[config.mk]
export PLATFORM = sky130hd
export DESIGN_NAME = lcd_four_bit_write_sequencer
export DESIGN_NICKNAME = d
export VERILOG_FILES = /design/src/lcd4_pkg.sv /design/src/lcd_four_bit_write_sequencer.sv /design/src/lcd4_cfg.sv /design/src/lcd4_seq.sv
export SDC_FILE = /design/constraint.sdc
export NUM_CORES = 1
export LEC_CHECK = 0
export BUFFER_PORTS_ARGS = -buffer_cell sky130_fd_sc_hd__clkbuf_2
export CAP_MARGIN = 20
export CORE_UTILIZATION = 60
export CTS_BUF_LIST = sky130_fd_sc_hd__clkbuf_4
export CTS_CLUSTER_DIAMETER = 200
export DETAILED_ROUTE_END_ITERATION = 8
export PLACE_DENSITY = 0.8
export SYNTH_ARGS = -nofsm -noshare
export SYNTH_HDL_FRONTEND = slang
export SYNTH_SLANG_ARGS = --single-unit
export TNS_END_PERCENT = 50
[constraint.sdc]
create_clock -name clk -period 5.8 [get_ports clk]
set_input_delay 1.16 -clock clk [delete_from_list [all_inputs] [get_ports clk]]
set_output_delay 1.16 -clock clk [all_outputs]
set_load 0.01 [all_outputs]
[src/lcd4_pkg.sv]
package lcd4_pkg;

    // Register file and counter widths
    localparam int CFG_W = 16;
    localparam int CNT_W = 16;
    localparam int IDX_W = 3;

    // Configuration register indexes
    localparam logic [IDX_W-1:0] REG_ENABLE_HIGH = 3'd0;
    localparam logic [IDX_W-1:0] REG_NIBBLE_GAP  = 3'd1;
    localparam logic [IDX_W-1:0] REG_BYTE_SETTLE = 3'd2;
    localparam logic [IDX_W-1:0] REG_POWER_ON    = 3'd3;
    localparam logic [IDX_W-1:0] REG_CLEAR_EXTRA = 3'd4;

    // Reset values of the timing registers
    localparam logic [CFG_W-1:0] RST_ENABLE_HIGH = 16'd1;
    localparam logic [CFG_W-1:0] RST_NIBBLE_GAP  = 16'd200;
    localparam logic [CFG_W-1:0] RST_BYTE_SETTLE = 16'd2000;
    localparam logic [CFG_W-1:0] RST_POWER_ON    = 16'd20000;
    localparam logic [CFG_W-1:0] RST_CLEAR_EXTRA = 16'd2000;

    // Fixed LCD command bytes
    localparam logic [7:0] CMD_CLEAR     = 8'h01;
    localparam logic [7:0] CMD_HOME_ROW0 = 8'h80;

    typedef enum logic [2:0] {
        ACT_TICK  = 3'd0,
        ACT_CMD   = 3'd1,
        ACT_CHAR  = 3'd2,
        ACT_MOVE  = 3'd3,
        ACT_INIT  = 3'd4,
        ACT_CLEAR = 3'd5
    } action_t;

    typedef enum logic [1:0] {
        ST_NONE     = 2'd0,
        ST_ACCEPTED = 2'd1,
        ST_BUSY     = 2'd2,
        ST_BAD_COL  = 2'd3
    } status_t;

    typedef enum logic [2:0] {
        PH_IDLE   = 3'd0,
        PH_POWER  = 3'd1,
        PH_UP_EN  = 3'd2,
        PH_GAP    = 3'd3,
        PH_LO_EN  = 3'd4,
        PH_SETTLE = 3'd5,
        PH_EXTRA  = 3'd6
    } phase_t;

    typedef enum logic [1:0] {
        MK_NONE  = 2'd0,
        MK_INIT  = 2'd1,
        MK_CLEAR = 2'd2
    } macro_t;

    typedef struct packed {
        logic [CFG_W-1:0] enable_high_ticks;
        logic [CFG_W-1:0] nibble_gap_ticks;
        logic [CFG_W-1:0] byte_settle_ticks;
        logic [CFG_W-1:0] power_on_ticks;
        logic [CFG_W-1:0] clear_extra_ticks;
    } lcd4_cfg_t;

    typedef struct packed {
        status_t    status;
        logic       busy_res;
        logic       enable;
        logic       reg_select;
        logic [3:0] data_nibble;
    } lcd4_res_t;

    // Power-up command list, one byte per macro step
    function automatic logic [7:0] init_byte(input logic [2:0] idx);
        logic [7:0] b;
        begin
            unique case (idx)
                3'd0:    b = 8'h02;
                3'd1:    b = 8'h28;
                3'd2:    b = 8'h0C;
                3'd3:    b = 8'h06;
                default: b = 8'h01;
            endcase
            return b;
        end
    endfunction

    // Zero duration counts as one tick
    function automatic logic [CNT_W-1:0] clamp_dur(input logic [CFG_W-1:0] v);
        begin
            return (v == '0) ? CNT_W'(1) : CNT_W'(v);
        end
    endfunction

endpackage

[src/lcd_four_bit_write_sequencer.sv]
// Channel  | Dir | Fields (lowest bit up)                                    | Accept
// ---------+-----+-----------------------------------------------------------+-------------------
// s_axis   | in  | tuser: action[2:0]                                        | tvalid & tready
//          |     | tdata: byte_value[7:0] row[8] column[13:9], zero [15:14]  |
// m_axis   | out | tdata: data_nibble[3:0] reg_select[4] enable[5]           | tvalid & tready
//          |     |        busy_res[6] status[8:7], zero [15:9]               |
// cfg      | in  | cfg_index selects the timing register, cfg_data its value | cfg_we
//
// One tick request enters per clock while m_axis is not stalled; each result passes
// the input register, then the result register, after its request is taken.
// The sequencer update in lcd4_seq finishes one tick per cycle when the result register has room.
// Reset (rst_n low) clears the phase to idle and loads the default timing values.
// A stalled m_axis holds the result register; the input register still takes a request
// whenever the result register is free or drains in the same cycle.
module lcd_four_bit_write_sequencer (
    input  logic                      clk,
    input  logic                      rst_n,
    input  logic                      s_axis_tvalid,
    output logic                      s_axis_tready,
    input  logic [15:0]               s_axis_tdata,  // byte_value, row, column
    input  logic [2:0]                s_axis_tuser,  // action
    output logic                      m_axis_tvalid,
    input  logic                      m_axis_tready,
    output logic [15:0]               m_axis_tdata,  // data_nibble, reg_select, enable,
                                                     // busy_res, status
    input  logic                      cfg_we,
    input  logic [lcd4_pkg::IDX_W-1:0] cfg_index,
    input  logic [lcd4_pkg::CFG_W-1:0] cfg_data
);
    import lcd4_pkg::*;

    lcd4_cfg_t  cfg;
    lcd4_res_t  res;

    // Input register
    logic       in_valid_reg, in_valid_next;
    logic [2:0] action_reg;
    logic [7:0] byte_reg;
    logic       row_reg;
    logic [4:0] column_reg;

    // Result register
    logic       out_valid_reg, out_valid_next;
    lcd4_res_t  res_reg;

    logic       s_fire;
    logic       proc;

    // Process the held request when the result register has room
    assign proc          = in_valid_reg && (!out_valid_reg || m_axis_tready);
    assign s_axis_tready = !in_valid_reg || proc;
    assign s_fire        = s_axis_tvalid && s_axis_tready;

    assign in_valid_next  = s_fire || (in_valid_reg && !proc);
    assign out_valid_next = proc || (out_valid_reg && !m_axis_tready);

    always_ff @(posedge clk or negedge rst_n)
    begin
        if (!rst_n)
        begin
            in_valid_reg  <= 1'b0;
            out_valid_reg <= 1'b0;
        end
        else
        begin
            in_valid_reg  <= in_valid_next;
            out_valid_reg <= out_valid_next;
        end
    end

    // Capture request payload
    always_ff @(posedge clk)
    begin
        if (s_fire)
        begin
            action_reg <= s_axis_tuser;
            byte_reg   <= s_axis_tdata[7:0];
            row_reg    <= s_axis_tdata[8];
            column_reg <= s_axis_tdata[13:9];
        end
    end

    // Capture result payload
    always_ff @(posedge clk)
    begin
        if (proc)
            res_reg <= res;
    end

    lcd4_cfg u_cfg (
        .clk       (clk),
        .rst_n     (rst_n),
        .cfg_we    (cfg_we),
        .cfg_index (cfg_index),
        .cfg_data  (cfg_data),
        .cfg       (cfg)
    );

    lcd4_seq u_seq (
        .clk        (clk),
        .rst_n      (rst_n),
        .cfg        (cfg),
        .step       (proc),
        .action     (action_reg),
        .byte_value (byte_reg),
        .row        (row_reg),
        .column     (column_reg),
        .res        (res)
    );

    assign m_axis_tvalid = out_valid_reg;
    assign m_axis_tdata  = {7'd0, res_reg.status, res_reg.busy_res, res_reg.enable,
                            res_reg.reg_select, res_reg.data_nibble};

endmodule

[src/lcd4_cfg.sv]
module lcd4_cfg (
    input  logic                      clk,
    input  logic                      rst_n,
    input  logic                      cfg_we,
    input  logic [lcd4_pkg::IDX_W-1:0] cfg_index,
    input  logic [lcd4_pkg::CFG_W-1:0] cfg_data,
    output lcd4_pkg::lcd4_cfg_t       cfg
);
    import lcd4_pkg::*;

    lcd4_cfg_t cfg_reg;
    lcd4_cfg_t cfg_next;

    always_comb
    begin
        cfg_next = cfg_reg;
        if (cfg_we)
        begin
            unique case (cfg_index)
                REG_ENABLE_HIGH: cfg_next.enable_high_ticks = cfg_data;
                REG_NIBBLE_GAP:  cfg_next.nibble_gap_ticks  = cfg_data;
                REG_BYTE_SETTLE: cfg_next.byte_settle_ticks = cfg_data;
                REG_POWER_ON:    cfg_next.power_on_ticks    = cfg_data;
                REG_CLEAR_EXTRA: cfg_next.clear_extra_ticks = cfg_data;
                default:         cfg_next = cfg_reg;
            endcase
        end
    end

    always_ff @(posedge clk or negedge rst_n)
    begin
        if (!rst_n)
        begin
            cfg_reg.enable_high_ticks <= RST_ENABLE_HIGH;
            cfg_reg.nibble_gap_ticks  <= RST_NIBBLE_GAP;
            cfg_reg.byte_settle_ticks <= RST_BYTE_SETTLE;
            cfg_reg.power_on_ticks    <= RST_POWER_ON;
            cfg_reg.clear_extra_ticks <= RST_CLEAR_EXTRA;
        end
        else
        begin
            cfg_reg <= cfg_next;
        end
    end

    assign cfg = cfg_reg;

endmodule

[src/lcd4_seq.sv]
module lcd4_seq (
    input  logic                 clk,
    input  logic                 rst_n,
    input  lcd4_pkg::lcd4_cfg_t  cfg,
    input  logic                 step,
    input  logic [2:0]           action,
    input  logic [7:0]           byte_value,
    input  logic                 row,
    input  logic [4:0]           column,
    output lcd4_pkg::lcd4_res_t  res
);
    import lcd4_pkg::*;

    phase_t           phase_reg,  phase_next;
    logic [CNT_W-1:0] cnt_reg,    cnt_next;
    logic [7:0]       byte_reg,   byte_next;
    logic             sel_reg,    sel_next;
    macro_t           kind_reg,   kind_next;
    logic [2:0]       mstep_reg,  mstep_next;
    logic [3:0]       nib_reg,    nib_next;
    logic             en_reg,     en_next;

    always_comb
    begin
        phase_t           ph;
        logic [CNT_W-1:0] cnt;
        logic [7:0]       byt;
        logic             sel;
        macro_t           kind;
        logic [2:0]       stp;
        logic [3:0]       nib;
        logic             en;
        logic             nxt;
        status_t          st;

        ph   = phase_reg;
        cnt  = cnt_reg;
        byt  = byte_reg;
        sel  = sel_reg;
        kind = kind_reg;
        stp  = mstep_reg;
        nib  = nib_reg;
        en   = en_reg;
        nxt  = 1'b0;
        st   = ST_NONE;

        // Request decode: busy check first, then column check
        if (action >= ACT_CMD && action <= ACT_CLEAR)
        begin
            if (phase_reg != PH_IDLE)
            begin
                st = ST_BUSY;
            end
            else if (action == ACT_MOVE && column[4])
            begin
                st = ST_BAD_COL;
            end
            else
            begin
                st   = ST_ACCEPTED;
                stp  = '0;
                kind = MK_NONE;
                sel  = (action == ACT_CHAR);
                unique case (action)
                    ACT_CMD, ACT_CHAR: byt = byte_value;
                    ACT_MOVE:          byt = {1'b1, row, 2'b00, column[3:0]};
                    default:           byt = CMD_CLEAR;
                endcase
                if (action == ACT_INIT)
                begin
                    kind = MK_INIT;
                    byt  = byte_reg;
                    sel  = sel_reg;
                    ph   = PH_POWER;
                    cnt  = clamp_dur(cfg.power_on_ticks);
                    en   = 1'b0;
                end
                else
                begin
                    if (action == ACT_CLEAR)
                        kind = MK_CLEAR;
                    ph  = PH_UP_EN;
                    cnt = clamp_dur(cfg.enable_high_ticks);
                    nib = byt[7:4];
                    en  = 1'b1;
                end
            end
        end

        // Lines as seen this tick
        res.data_nibble = nib;
        res.reg_select  = sel;
        res.enable      = (ph != PH_IDLE) & en;

        // Count down the current phase and advance when it runs out
        if (ph != PH_IDLE)
        begin
            if (cnt != '0)
                cnt = cnt - CNT_W'(1);
            if (cnt == '0)
            begin
                unique case (ph)
                    PH_POWER:
                    begin
                        stp = '0;
                        byt = init_byte(3'd0);
                        sel = 1'b0;
                        ph  = PH_UP_EN;
                        cnt = clamp_dur(cfg.enable_high_ticks);
                        nib = byt[7:4];
                        en  = 1'b1;
                    end
                    PH_UP_EN:
                    begin
                        ph  = PH_GAP;
                        cnt = clamp_dur(cfg.nibble_gap_ticks);
                        en  = 1'b0;
                    end
                    PH_GAP:
                    begin
                        ph  = PH_LO_EN;
                        cnt = clamp_dur(cfg.enable_high_ticks);
                        nib = byt[3:0];
                        en  = 1'b1;
                    end
                    PH_LO_EN:
                    begin
                        ph  = PH_SETTLE;
                        cnt = clamp_dur(cfg.byte_settle_ticks);
                        en  = 1'b0;
                    end
                    PH_SETTLE:
                    begin
                        // The clear command gets an extra wait when configured
                        if (((kind == MK_INIT && stp == 3'd4) ||
                             (kind == MK_CLEAR && stp == 3'd0)) &&
                            cfg.clear_extra_ticks != '0)
                        begin
                            ph  = PH_EXTRA;
                            cnt = clamp_dur(cfg.clear_extra_ticks);
                            en  = 1'b0;
                        end
                        else
                        begin
                            nxt = 1'b1;
                        end
                    end
                    default: nxt = 1'b1;
                endcase

                if (nxt)
                begin
                    if ((kind == MK_INIT && stp < 3'd4) ||
                        (kind == MK_CLEAR && stp < 3'd1))
                    begin
                        stp = stp + 3'd1;
                        byt = (kind == MK_INIT) ? init_byte(stp) : CMD_HOME_ROW0;
                        sel = 1'b0;
                        ph  = PH_UP_EN;
                        cnt = clamp_dur(cfg.enable_high_ticks);
                        nib = byt[7:4];
                        en  = 1'b1;
                    end
                    else
                    begin
                        ph   = PH_IDLE;
                        cnt  = '0;
                        en   = 1'b0;
                        kind = MK_NONE;
                        stp  = '0;
                    end
                end
            end
        end

        res.busy_res = (ph != PH_IDLE);
        res.status   = st;

        phase_next = ph;
        cnt_next   = cnt;
        byte_next  = byt;
        sel_next   = sel;
        kind_next  = kind;
        mstep_next = stp;
        nib_next   = nib;
        en_next    = en;
    end

    always_ff @(posedge clk or negedge rst_n)
    begin
        if (!rst_n)
        begin
            phase_reg <= PH_IDLE;
            cnt_reg   <= '0;
            byte_reg  <= '0;
            sel_reg   <= 1'b0;
            kind_reg  <= MK_NONE;
            mstep_reg <= '0;
            nib_reg   <= '0;
            en_reg    <= 1'b0;
        end
        else if (step)
        begin
            phase_reg <= phase_next;
            cnt_reg   <= cnt_next;
            byte_reg  <= byte_next;
            sel_reg   <= sel_next;
            kind_reg  <= kind_next;
            mstep_reg <= mstep_next;
            nib_reg   <= nib_next;
            en_reg    <= en_next;
        end
    end

endmodule

==> flow_summary_export.csv <==
group,metric,value,unit
route,routedWlPerCell,22.2,um
clocking,max-clock-path-buffers,2,
yosys,synth_cell_type_count,88,
floorplanning,top_level_ports,61,
timing,hold_viol_final,0,
finish,drive_gt1_frac,0.278,
route,drt_pass1_iterations,6,
finish,syn_to_final_growth,8.76,%
power_and_ir_drop,power.density,399,nW/um^2
timing,fmax,199,MHz
global_routing,grt_max_degree,68,
finish,nets,863,
critical_path,regToRegSetupSlack,0.78,ns
timing,period_share,0.866,
yosys,synth_edf_count,26,
power_and_ir_drop,finalPower,3.42,mW
finish,instances_no_fill,999,
hold_path,min_from,"u_seq.byte_reg[0]",
clocking,post-cts-setup-buffer-count,0,
flow_run,max_cap_viol_count,0,
global_routing,grt_antenna_before_repair,0,
finish,stdcell_area,8590,um^2
global_routing,grt_pass1_vias,6444,
hold_path,hp-class,"reg2reg",
hold_path,hold_depth,2,
clocking,clkTransAtPathRegs,0.12,ns
clocking,cts_tree,"yes",
floorplanning,die-area,13600,um^2
place,gp_congestion,0.986,
yosys,seq_area_frac_synth,0.470,
hold_path,hold_path_end,"u_seq.byte_reg[0]",
route,first_iter_violations,690,
clocking,cts_resized,0,
finish,n_antenna_cell,0,
timing,rsz0062_at_grt,"no",
critical_path,cp.arrival,5.49,ns
clocking,htree_num_levels,4,
critical_path,r2r-start,"action_reg[1]",
route,remaining_drc_errors,0,
yosys,synth_cells,764,
run_status,status,"completed",
power_and_ir_drop,peakVddDrop,0.241,mV
timing,layout_min_cycle_time,5.02,ns
clocking,cts_hold_buf,0,
finish,largest_reg_flops,80,
clocking,insertion_delay,0.58,ns
clocking,cts.sinks,142,
timing,maxSlewViolCount,0,
yosys,synthTopCellsByArea,"dfrtp_1, mux2_2, edfxtp_1",
timing,setup_violations,0,
critical_path,ff2ff_path_depth,13,
critical_path,worst_r2r_endpoint,"u_seq.nib_reg[0]",
finish,nFillCells,1068,
finish,seq_area,3710,um^2
route,wirelength,22200,um
critical_path,cp.required,6.27,ns
place,hpwl,16100,um
critical_path,critPathKind,"reg2reg",
global_routing,use_met1,0.434,
clocking,numCtsBuffers,17,
clocking,cts_root_buf,"clkbuf_4",
yosys,synth_top_area_frac,0.301,
yosys,synth_seq_cells,142,
critical_path,setup.worst_path.end_class,"flop",
timing,setup_tns,0,ns
floorplanning,die_w,117,um
global_routing,grt_pass1_wl,34700,um
global_routing,gr-total-overflow,0,
timing,finClkSkew,0.0266,ns
yosys,synth-main-ff-cell,"dfrtp_1",
yosys,syn-cell-area,7900,um^2
floorplanning,core_region_area,12700,um^2
yosys,yosys_warnings,0,
critical_path,startpoint_type,"flop",
floorplanning,die_h,117,um
place,post-place-cells,966,
route,vias_per_cell,6.67,
critical_path,critPathMaxFanout,17,
timing,worst_pin_slew,0.953,ns
timing,relSlewSlack,0.360,
place,port_buffers,51,
floorplanning,rows,41,
yosys,yosysTopAreaCell,"dfrtp_1",
power_and_ir_drop,leakage,3.59,nW
global_routing,met2_usage,0.577,
finish,final_core_util,0.675,
route,drtAntennaViolNets,0,
place,placed_area,8320,um^2
floorplanning,start_util,0.621,
global_routing,grt_use_total,0.346,
route,via_count,6665,
finish,multi_input_area,3960,um^2
yosys,async_reset_ff_frac,0.817,
global_routing,grt_util_met3,0.0758,
global_routing,gr-max-usage-layer,"met2",
yosys,synth.avg_cell_area,10.3,um^2
## placed cells by master, fill, tap and decap left out, drive strengths merged, types with 6 or more instances in the layout
cell      n
nand2   101
dfrtp    95
mux2     85
clkbuf   69
nor2     54
o21ai    46
edfxtp   26
a21oi    25
nor4     23
dfstp    21
buf      20
nor3     20
inv      18
a222oi   15
mux2i    10
a31oi     9
and2      9
nand2b    7
or3       7
nand4     7
conb      7
nand3     7
and3      6
a221o     6
a32o      6
or2       6
o31ai     6
xnor2     6
ha        6
o211ai    6
clkinv    6
## kinds of logic after synthesis
logic type	synth area share
AOI/OAI and AO/OA	0.171
and+or+nand+nor	0.171
muxes	0.136
xor gates and xnor gates	0.00888
other	0.000475
adders and majority gates	0.00951
DFF	0.470
buffers and inverters	0.0334
## worst max-delay path by stage
stage	start	endpoint	slack [ns]	depth (start not counted)
2_1_floorplan	action_reg[1]	u_seq.nib_reg[0]	1.16	16
3_3_place_gp	action_reg[1]	u_seq.nib_reg[2]	0.92	12
3_5_place_dp	action_reg[1]	u_seq.nib_reg[2]	0.88	13
4_1_cts	action_reg[1]	u_seq.nib_reg[2]	0.84	12
5_1_grt	action_reg[1]	u_seq.nib_reg[0]	0.52	12
6_report	action_reg[1]	u_seq.nib_reg[0]	0.78	13
## layout make-up
class | count | area share
flip-flops and latches | 142 | 0.432
well taps | 172 | 0.0251
clock buffers | 19 | 0.0166
clock inverters | 13 | 0.0133
repair buffers | 70 | 0.0466
inverters | 12 | 0.00525
multi-input cells | 571 | 0.461
## synth_stat cells, drive strengths merged, types with 4 or more instances
| library cell | count |
|---|---|
| a21oi | 25 |
| o211ai | 6 |
| a31oi | 9 |
| nand4 | 7 |
| and2 | 9 |
| dfstp | 21 |
| a221o | 6 |
| o22ai | 5 |
| a211oi | 5 |
| nor3 | 20 |
| o211a | 5 |
| or2 | 6 |
| clkbuf | 30 |
| dfrtp | 95 |
| or3 | 7 |
| a222oi | 15 |
| o31ai | 6 |
| a32o | 6 |
| nand2b | 7 |
| o21ai | 46 |
| nor4 | 23 |
| mux2i | 10 |
| nor2b | 4 |
| edfxtp | 26 |
| buf | 15 |
| nand2 | 101 |
| mux2 | 85 |
| a221oi | 5 |
| a22oi | 5 |
| nor2 | 54 |
| inv | 12 |
| xnor2 | 6 |
| and3 | 6 |
| nand3 | 7 |
| ha | 6 |
| a21o | 5 |
## metal layers
| layer | wire (um) | up-vias |
|---|---|---|
| met5 | 0 | - |
| met2 | 10800 | 371 |
| met3 | 1690 | 70 |
| met4 | 896 | 0 |
| met1 | 8870 | 3232 |
| li1 | - | 2992 |
## per-stage QoR
step / hold WS, ns / setup WS (ns)
after floorplan: 0.450 / 1.16
after global placement: 0.469 / 0.925
after detailed placement: 0.484 / 0.884
after CTS: 0.512 / 0.840
after global routing: 0.532 / 0.523
final: 0.510 / 0.775
## where the power goes
part           internal [mW]  switching [mW]  total [mW]
clock network          0.226           0.384       0.610
logic                  0.526           0.777        1.30
registers               1.28           0.228        1.51
total                   2.04            1.39        3.42
## critical path, stage by stage (launching register included)
cell and delay (ns):
edfxtp_1 0.63, or3_1 0.50, o211ai_2 0.27, nor2_1 0.25, a21oi_1 0.26, ha_1 0.20, a21bo_2 0.29, or4_1 0.61
mux2i_1 0.16, or3b_1 0.44, nor4_4 0.43, nand2_2 0.31, o211a_1 0.30, a221o_1 0.25
(Power assumes the default switching activity.)
